===== src/rau_pkg.sv =====
// Shared types and constants for the rational arithmetic unit.
`default_nettype none
package rau_pkg;
	localparam int OPERAND_WIDTH_DEF = 32;
	localparam int CMD_W = 3;
	localparam int RES_W = 64;

	typedef enum logic [CMD_W-1:0] {
		CMD_ADD   = 3'd0,
		CMD_SUB   = 3'd1,
		CMD_MUL   = 3'd2,
		CMD_DIV   = 3'd3,
		CMD_NORM  = 3'd4,
		CMD_RECIP = 3'd5,
		CMD_NEG   = 3'd6,
		CMD_CMP   = 3'd7
	} cmd_t;

	// request to the shared divider
	typedef struct packed {
		logic start;
	} div_ctl_t;
endpackage
`default_nettype wire


===== src/rational_arithmetic_unit_top.sv =====
// Top level: command decode, shared multiplier, gcd sequencer and result register.
//
// channel  | direction | handshake    | payload
// command  | in        | start / busy | cmd, a_num, a_den, b_num, b_den
// result   | out       | done strobe  | res_num, res_den, cmp_sign, error
//
// Add, subtract, multiply, divide, compare: passes through one 32x32
// signed multiplier used once per cycle. Negate, reciprocal: set in the first pass.
// Normalize: gcd by repeated remainder on the shared bit-serial divider
// (up to about 1.5*W steps) then two divides by the gcd.
// busy is high from acceptance until the done cycle; no stall on the result side.
`default_nettype none
module rational_arithmetic_unit_top #(
	parameter int OPERAND_WIDTH = rau_pkg::OPERAND_WIDTH_DEF
) (
	input  wire logic        clk,
	input  wire logic        arst_n,
	input  wire logic        start,
	output logic             busy,
	input  wire logic [2:0]  cmd,
	input  wire logic signed [31:0] a_num,
	input  wire logic signed [31:0] a_den,
	input  wire logic signed [31:0] b_num,
	input  wire logic signed [31:0] b_den,
	output logic             done,
	output logic signed [63:0] res_num,
	output logic signed [63:0] res_den,
	output logic signed [1:0]  cmp_sign,
	output logic             error
);
	localparam int W = OPERAND_WIDTH;

	typedef enum logic [3:0] {
		ST_IDLE, ST_M1, ST_M2, ST_M3, ST_FIN, ST_GCD_GO, ST_GCD_WAIT,
		ST_DN_GO, ST_DN_WAIT, ST_DD_GO, ST_DD_WAIT, ST_OUT
	} state_t;

	state_t state_q;
	rau_pkg::cmd_t cmd_q;
	logic signed [W-1:0] an_q, ad_q, bn_q, bd_q;
	logic signed [63:0]  p0_q, p1_q;
	logic signed [W-1:0] ma, mb;
	logic signed [2*W-1:0] prod;
	logic [1:0] msel_q;
	logic signed [64:0] sum;
	logic neg_q;
	logic [W-1:0] gx_q, gy_q, g_q, mn_q;
	rau_pkg::div_ctl_t dctl;
	logic [W-1:0] dvd, dvs, dq, dr;
	logic ddone;

	// operand pairs for the shared multiplier
	always_comb begin
		case (msel_q)
			2'd0:    begin ma = an_q; mb = bd_q; end
			2'd1:    begin ma = bn_q; mb = ad_q; end
			2'd2:    begin ma = an_q; mb = bn_q; end
			default: begin ma = ad_q; mb = bd_q; end
		endcase
	end
	assign prod = ma * mb;

	always_comb begin
		if (cmd_q == rau_pkg::CMD_SUB) sum = {p0_q[63], p0_q} - {p1_q[63], p1_q};
		else                           sum = {p0_q[63], p0_q} + {p1_q[63], p1_q};
	end

	always_comb begin
		dctl.start = (state_q == ST_GCD_GO) || (state_q == ST_DN_GO)
			|| (state_q == ST_DD_GO);
		case (state_q)
			ST_DN_GO: begin dvd = mn_q; dvs = g_q; end
			ST_DD_GO: begin dvd = gy_q; dvs = g_q; end
			default:  begin dvd = gx_q; dvs = gy_q; end
		endcase
	end

	rau_div #(.W(W)) u_div (
		.clk(clk), .arst_n(arst_n), .ctl(dctl), .dividend(dvd), .divisor(dvs),
		.done(ddone), .quot(dq), .rem(dr)
	);

	assign busy = (state_q != ST_IDLE);

	always_ff @(posedge clk or negedge arst_n) begin
		if (!arst_n) begin
			state_q  <= ST_IDLE;
			done     <= 1'b0;
			error    <= 1'b0;
			res_num  <= '0;
			res_den  <= 64'sd1;
			cmp_sign <= '0;
			msel_q   <= '0;
		end else begin
			done <= 1'b0;
			case (state_q)
				ST_IDLE: if (start) begin
					cmd_q  <= rau_pkg::cmd_t'(cmd);
					an_q   <= a_num[W-1:0];
					ad_q   <= a_den[W-1:0];
					bn_q   <= b_num[W-1:0];
					bd_q   <= b_den[W-1:0];
					msel_q <= 2'd0;
					state_q <= ST_M1;
				end
				ST_M1: begin
					// first pass: error checks, then select pair 0 or 2 for the first product
					if (ad_q == '0 || ((cmd_q inside {rau_pkg::CMD_ADD, rau_pkg::CMD_SUB,
						rau_pkg::CMD_MUL, rau_pkg::CMD_DIV, rau_pkg::CMD_CMP})
						&& bd_q == '0) || (cmd_q == rau_pkg::CMD_DIV && bn_q == '0)
						|| (cmd_q == rau_pkg::CMD_RECIP && an_q == '0)) begin
						res_num <= '0; res_den <= 64'sd1; cmp_sign <= '0; error <= 1'b1;
						state_q <= ST_OUT;
					end else begin
						error <= 1'b0; cmp_sign <= '0;
						case (cmd_q)
							rau_pkg::CMD_RECIP: begin
								res_num <= 64'(ad_q); res_den <= 64'(an_q); state_q <= ST_OUT;
							end
							rau_pkg::CMD_NEG: begin
								res_num <= -64'(an_q); res_den <= 64'(ad_q); state_q <= ST_OUT;
							end
							rau_pkg::CMD_NORM: begin
								if (an_q == '0) begin
									res_num <= '0; res_den <= 64'sd1; state_q <= ST_OUT;
								end else begin
									neg_q <= an_q[W-1] ^ ad_q[W-1];
									mn_q  <= an_q[W-1] ? W'(-an_q) : an_q;
									gx_q  <= an_q[W-1] ? W'(-an_q) : an_q;
									gy_q  <= ad_q[W-1] ? W'(-ad_q) : ad_q;
									g_q   <= ad_q[W-1] ? W'(-ad_q) : ad_q;
									state_q <= ST_GCD_GO;
								end
							end
							default: begin
								msel_q  <= (cmd_q == rau_pkg::CMD_MUL) ? 2'd2 : 2'd0;
								state_q <= ST_M2;
							end
						endcase
					end
				end
				ST_M2: begin
					p0_q <= 64'(prod);
					msel_q <= (cmd_q == rau_pkg::CMD_MUL) ? 2'd3
						: (cmd_q == rau_pkg::CMD_DIV) ? 2'd1 : 2'd1;
					state_q <= ST_M3;
				end
				ST_M3: begin
					p1_q <= 64'(prod);
					msel_q <= 2'd3;
					state_q <= ST_FIN;
				end
				ST_FIN: begin
					case (cmd_q)
						rau_pkg::CMD_ADD, rau_pkg::CMD_SUB: begin
							if (sum[64] != sum[63]) begin
								res_num <= '0; res_den <= 64'sd1; error <= 1'b1;
							end else begin
								res_num <= sum[63:0]; res_den <= 64'(prod);
							end
						end
						rau_pkg::CMD_MUL: begin
							res_num <= p0_q; res_den <= p1_q;
						end
						rau_pkg::CMD_DIV: begin
							// a_num*b_den over a_den*b_num
							res_num <= p0_q; res_den <= p1_q;
						end
						default: begin
							res_num <= '0; res_den <= 64'sd1;
							if (p1_q == p0_q) cmp_sign <= 2'sd0;
							else if ((p1_q > p0_q) ^ (ad_q[W-1] ^ bd_q[W-1]))
								cmp_sign <= 2'sd1;
							else cmp_sign <= -2'sd1;
						end
					endcase
					state_q <= ST_OUT;
				end
				ST_GCD_GO: state_q <= ST_GCD_WAIT;
				ST_GCD_WAIT: if (ddone) begin
					if (dr == '0) begin
						g_q <= gy_q; gy_q <= g_q; state_q <= ST_DN_GO;
					end else begin
						gx_q <= gy_q; gy_q <= dr; state_q <= ST_GCD_GO;
					end
				end
				ST_DN_GO: state_q <= ST_DN_WAIT;
				ST_DN_WAIT: if (ddone) begin
					res_num <= neg_q ? -{{(64-W){1'b0}}, dq} : {{(64-W){1'b0}}, dq};
					state_q <= ST_DD_GO;
				end
				ST_DD_GO: state_q <= ST_DD_WAIT;
				ST_DD_WAIT: if (ddone) begin
					res_den <= {{(64-W){1'b0}}, dq};
					state_q <= ST_OUT;
				end
				ST_OUT: begin
					done <= 1'b1;
					state_q <= ST_IDLE;
				end
				default: state_q <= ST_IDLE;
			endcase
		end
	end
endmodule
`default_nettype wire


===== src/rau_div.sv =====
// Restoring divider, one quotient bit per cycle, used for gcd and reduction.
`default_nettype none
module rau_div #(
	parameter int W = rau_pkg::OPERAND_WIDTH_DEF
) (
	input  wire logic         clk,
	input  wire logic         arst_n,
	input  wire rau_pkg::div_ctl_t ctl,
	input  wire logic [W-1:0] dividend,
	input  wire logic [W-1:0] divisor,
	output logic              done,
	output logic [W-1:0]      quot,
	output logic [W-1:0]      rem
);
	localparam int CW = $clog2(W + 1);

	logic [W-1:0]  q_q, r_q, d_q;
	logic [CW-1:0] cnt_q;
	logic          run_q;
	logic [W:0]    trial;
	logic [W:0]    shifted;

	assign shifted = {r_q, q_q[W-1]};
	assign trial   = shifted - {1'b0, d_q};

	always_ff @(posedge clk or negedge arst_n) begin
		if (!arst_n) begin
			run_q <= 1'b0;
			cnt_q <= '0;
			done  <= 1'b0;
		end else begin
			done <= 1'b0;
			if (ctl.start) begin
				run_q <= 1'b1;
				cnt_q <= CW'(W);
				q_q   <= dividend;
				r_q   <= '0;
				d_q   <= divisor;
			end else if (run_q) begin
				if (trial[W]) begin
					r_q <= shifted[W-1:0];
					q_q <= {q_q[W-2:0], 1'b0};
				end else begin
					r_q <= trial[W-1:0];
					q_q <= {q_q[W-2:0], 1'b1};
				end
				cnt_q <= cnt_q - 1'b1;
				if (cnt_q == CW'(1)) begin
					run_q <= 1'b0;
					done  <= 1'b1;
				end
			end
		end
	end

	assign quot = q_q;
	assign rem  = r_q;
endmodule
`default_nettype wire

===== config.mk =====
export PLATFORM = sky130hd
export DESIGN_NAME = rational_arithmetic_unit_top
export DESIGN_NICKNAME = d
export VERILOG_FILES = /design/src/rau_pkg.sv /design/src/rational_arithmetic_unit_top.sv /design/src/rau_div.sv
export SDC_FILE = /design/constraint.sdc
export NUM_CORES = 2
export LEC_CHECK = 0
export ABC_AREA = 0
export BUFFER_PORTS_ARGS = -buffer_cell sky130_fd_sc_hd__buf_2
export CORE_MARGIN = 1
export CORE_UTILIZATION = 50
export DETAILED_ROUTE_END_ITERATION = 10
export PLACE_DENSITY = 0.75
export SYNTH_ARGS = -nofsm -noshare
export SYNTH_HDL_FRONTEND = slang
export SYNTH_HIERARCHICAL = 1
export SYNTH_SLANG_ARGS = --single-unit

===== constraint.sdc =====
create_clock -name clk -period 12.52 [get_ports clk]
set_clock_uncertainty 0.15 [all_clocks]
set_input_delay 1.878 -clock clk [delete_from_list [all_inputs] [get_ports clk]]
set_output_delay 1.878 -clock clk [all_outputs]
set_load 0.02 [all_outputs]

---- After elaboration in Yosys (flattened, before gate mapping) ----
Index checks and enable logic that the tools add are counted.
word-level totals
  flip-flop bits (word level) ............. 630
  input bits .............................. 134
  output and inout port bits .............. 133
  word-level logic and storage cells ...... 198
operators by class
  add/sub/neg operators ................... 8
  $mul .................................... 1
  order comparisons ....................... 1
  eq/ne operators ......................... 38
  multiplexer cells ....................... 74
  bitwise operators ....................... 5
  reductions and logical operators ........ 46
operators by type and width
  cell                number
  $pmux 64 s3         4
  $mux 32             19
  $mux 64             9
  $pmux 32 s2         6
  $pmux 64 s2         2
  $logic_not 32->1    5
  $neg 32->64         2
  $add 64x64->65      1
  $mux 65             1
  $sub 64x64->65      1
  $eq 64x64->1        1
  $gt 64x64->1        1
  $mul 32x32->64      1
  $neg 32->32         2
  $pmux 4 s11         1
  $sub 33x32->33      1
  $mux 4              6
  $ne 2x2->1 const B  10
  $mux 2              9
  $eq 4x3->1 const B  4
  $eq 4x4->1 const B  4
  $reduce_and 4->1    4
  $reduce_and 7->1    2
  $eq 3x3->1 const B  4
  36 further kinds    73

---- Depth between registers and ports, before layout ----
  depth after elaboration ................. 8
  mapped depth ............................ 37
  mapped depth without buffers ............ 33

---- Hierarchy ----
Netlist, hierarchy kept.
by module, submodules not included
  module                        instances  cells each  area an instance (µm²)  sequential area each (µm²)
  rational_arithmetic_unit_top  1          7590        68563.3                 15105.7
  rau_div                       1          583         6359.8                  3083.0

---- Least setup slack after synthesis ----
Ideal clock, no wire load.
  kind .................................... register to register
  from .................................... register msel_q[1]
  to ...................................... register res_den[62]
  library setup time ...................... 0.069 ns
  arrival ................................. 9.848 ns
  data required time ...................... 12.301 ns
  slack ................................... 2.453 ns
  cell stages (with the launch flop) ...... 33
  path buffers ............................ 3
  period minus slack after synthesis ...... 10.067 ns
  cells stage by stage .................... dfrtp_1 > inv_1 > ha_1 > clkbuf_1 > buf_1 > a22oi_1 > o21ai_1 > clkbuf_1 > nand2_1 > inv_1 > fa_1 > inv_1 > fa_1 > inv_1 > fa_1 > fa_1 > inv_1 > fa_1 > fa_1 > fa_1 > fa_1 > inv_1 > ha_1 > nand2_1 > nor4_1 > inv_1 > or3_1 > a211oi_1 > o211ai_1 > a21o_1 > a2111o_1 > or4_1 > nand3_1
between the ends
  cells in the longest elaborated chain, start to end .. 7
  elaborated cells between the ends (all ways) .. 10
  those cells by class .................... mul (1); eq/ne (2); mux (5); reduce/logical (2)
RTL lines
  what                                                  line                                 RTL
  start: declaration                                    rational_arithmetic_unit_top.sv:44   logic [1:0] msel_q;
  start signal: assignment                              rational_arithmetic_unit_top.sv:136  msel_q <= (cmd_q == rau_pkg::CMD_MUL) ? 2'd2 : 2'd0;
  start signal: assignment                              rational_arithmetic_unit_top.sv:144  msel_q <= (cmd_q == rau_pkg::CMD_MUL) ? 2'd3
  $eq 2x2->1 / $logic_not 2->1 (equally long branches)  rational_arithmetic_unit_top.sv:54   case (msel_q)
  $reduce_or 2->1 (no line)                             -
  $pmux 32 s2                                           rational_arithmetic_unit_top.sv:54
  $mul 32x32->64 *                                      rational_arithmetic_unit_top.sv:61   assign prod = ma * mb;
  $mux 64 *                                             rational_arithmetic_unit_top.sv:156  if (sum[64] != sum[63]) begin
  $pmux 64 s2 *                                         rational_arithmetic_unit_top.sv:154  case (cmd_q)
  $pmux 64 s3 *                                         rational_arithmetic_unit_top.sv:96   case (state_q)
  end signal: assignment                                rational_arithmetic_unit_top.sv:159  res_num <= sum[63:0]; res_den <= 64'(prod);
  end signal: assignment                                rational_arithmetic_unit_top.sv:163  res_num <= p0_q; res_den <= p1_q;
  end signal: assignment                                rational_arithmetic_unit_top.sv:167  res_num <= p0_q; res_den <= p1_q;
  end: declaration                                      rational_arithmetic_unit_top.sv:27   output logic signed [63:0] res_den,
Every way passes the cells marked *; elsewhere a longest branch is shown, timed or not.
A chain may end at the register's enable or synchronous reset.

---- Final worst setup path ----
  from .................................... register msel_q[0]
  to ...................................... register res_den[62]
The elaborated chain is that of the path after synthesis.

==> flow_metrics.tcl <==
set metrics [dict create \
    clk_pin_slew_worst_paths_ns 0.06 \
    synth_seq_area_share_pct 24.3 \
    postLayoutSetupSlackWorst_ns 1.20 \
    hp-class "reg -> reg" \
    ctsHoldBuffers 0 \
    cts_tree "done" \
    fin_crit_sh_pct 90.4 \
    htreeDepth 3 \
    relSlewSlack_pct 10.3 \
    path_class "reg -> reg" \
    synthFlopType "edfxtp_1" \
    ys_ff_latch 630 \
    syn_to_final_growth_pct 7.74 \
    synthCells 8173 \
    synth_edf_count 484 \
    pre_cts_ws_ns 1.38 \
    die_w_um 389 \
    synth_top_area_share_pct 29.0 \
    clock_latency_ns 0.69 \
    cts-root-buf "clkbuf_16" \
    ant_nets 0 \
    place.gp.congestion 1.08 \
    track_usage_pct 38.2 \
    cts_resized 0 \
    cts_buffer_depth 3 \
    drt_iter0_markers 8827 \
    pin_count 267 \
    synthSimpleGateAreaFrac_pct 14.2 \
    holdWs_ns 0.317 \
    grt_start_max_net_pins 90 \
    end_kind "register" \
    setup_viol 0 \
    die_h_um 389 \
    nNetsFinal 9783 \
    critical_path.top_delay_family "adder cells" \
    yosysMostFrequentCell "inv_1" \
    clock-sinks 630 \
    ys.warnings.count 6 \
    rsz0062_at_grt "no" \
    cp_common_cell "fa_1" \
    grt_overflow 0 \
    drv_cap 0 \
    synth.area.mux_share_pct 1.41 \
    numCtsBuffers 67 \
    wl_per_cell_um 28.4 \
    worst-path-buf-inv 8 \
    grt_pass1_vias 65400 \
    grt_pass1_wl_mm 425 \
    ys_types 98 \
    ys_top_cells_by_area "fa_1, edfxtp_1, ha_1" \
    fmax_ghz 0.0883 \
    synth_top_family_by_area "adder cells" \
    cts_setup_buffers 0 \
    drive_gt1_share_pct 8.56 \
    cp-start-kind "register" \
    slew_violations 0 \
    max_stage_delay_ns 0.80 \
    synthAdderAreaFrac_pct 35.0 \
    syn_nets 9750 \
    final.setup.tns_ns 0 \
    netlist_area_um2 74900 \
    via_per_inst 6.35 \
    drt_first_pass_iters 10 \
    dieArea_um2 151000 \
    yosys.area.top_type "fa_1" \
    post-place-cells 10100 \
    finalNonFillerCells 10200 \
    cp_slowest_cell "o21ai_1" \
    totalWireLength_mm 289 \
    worst_slew_pin_slew_ns 1.35 \
    place_hpwl_mm 225 \
    drcViolationCount 0 \
    vias 64800 \
    core_um2 148000 \
    finalHoldViolCount 0 \
    cp.required_ns 12.96 \
    status "finished, final reports clean" \
    synth-xor-area-share_pct 3.19 \
    ys_top_cells_by_count "inv_1, fa_1, nand2_1, nor2_1, edfxtp_1" \
    num_rows 141 \
    numPortBuffers 266 \
    antenna_found_initial 20 \
    async_flop_share_pct 23.2 \
    synth_compound_area_share_pct 13.6 \
    initial_core_util_pct 50.6 \
    final.min_clock_period_ns 11.32 \
    crit_fanout 33 \
    syn_avg_cell_area_um2 9.17 \
    crit_arrival_ns 11.76 \
]
cells in the final DEF (no fill, tap or decap), types with 144 or more instances in the layout:
| master | Yosys | layout |
|---|---|---|
| buf_4 | 2 | 173 |
| buf_2 | 27 | 265 |
| inv_1 | 1167 | 1167 |
| nor2_1 | 1001 | 990 |
| dfrtp_1 | 145 | 144 |
| o21ai_0 | 288 | 278 |
| xnor2_1 | 181 | 181 |
| nand2_1 | 1051 | 1050 |
| fa_1 | 1085 | 1085 |
| ha_1 | 358 | 355 |
| edfxtp_1 | 484 | 484 |
| a21oi_1 | 427 | 412 |
worst paths after layout:
| path | depth (start not counted) | start | slack [ns] | end |
|---|---|---|---|---|
| max in group asynchronous | 2 | arst_n | 9.70 | res_num[43] |
| worst max-delay path | 33 | msel_q[0] | 1.20 | res_den[62] |
| worst max register to register | 33 | msel_q[0] | 1.20 | res_den[62] |
| worst min-delay path | 2 | res_num[25] | 0.32 | res_num[25] |
| worst min register to register | 2 | res_num[25] | 0.32 | res_num[25] |
| min in group asynchronous | 1 | arst_n | 1.07 | msel_q[1] |
state kept, by name, summed over array words and instances (netlist names), 32 cells and up:
register	cells
bd_q	32
an_q	32
mn_q	32
bn_q	32
p0_q	64
u_div/quot	32
res_num	64
p1_q	64
u_div/rem	32
gy_q	32
res_den	64
u_div/d_q	32
ad_q	32
gx_q	32
g_q	32
worst min-delay path: stages (launching register included):
cell and delay, ns:
dfrtp_1 0.33, nand2_1 0.04, o21ai_0 0.05
cell families (layout without fill, tap and decap cells):
logic type | Yosys count | in the layout
muxes | 98 | 98
xor gates and xnor gates | 273 | 273
other | 0 | 19
buffers and inverters | 1642 | 1727
DFF | 630 | 630
adders and majority gates | 1443 | 1443
and+or+nand+nor | 2531 | 2531
AOI/OAI and AO/OA | 1556 | 1556
metrics by stage:
step,instance area (um^2),utilization [%]
2_1_floorplan,74900,-
3_3_place_gp,78400,52.9
3_5_place_dp,78400,52.9
4_1_cts,80700,54.4
5_1_grt,80700,54.4
6_report,80700,54.5
final cells by class:
class	count	area, um^2
fillers	13200	67500
diodes	19	47.5
clock buffers	89	1850
well taps	1930	2410
inverters	1167	4380
flip-flops and latches	630	18200
clock inverters	32	377
repair buffers	439	2640
multi-input cells	5901	50800
metal layers:
metal	GRT usage, %	part of all wire, %	routed length [um]	vias to the layer above
met5	0	0.043	123	-
met4	23.4	7.3	21200	20
met3	11.0	13	38100	1030
met2	56.9	43	124000	4612
met1	49.1	37	106000	32200
li1	-	-	-	26900
Power is left out: the tool's default activity adds up to more than one toggle a clock period on the data nets, which glitch-free logic cannot reach.
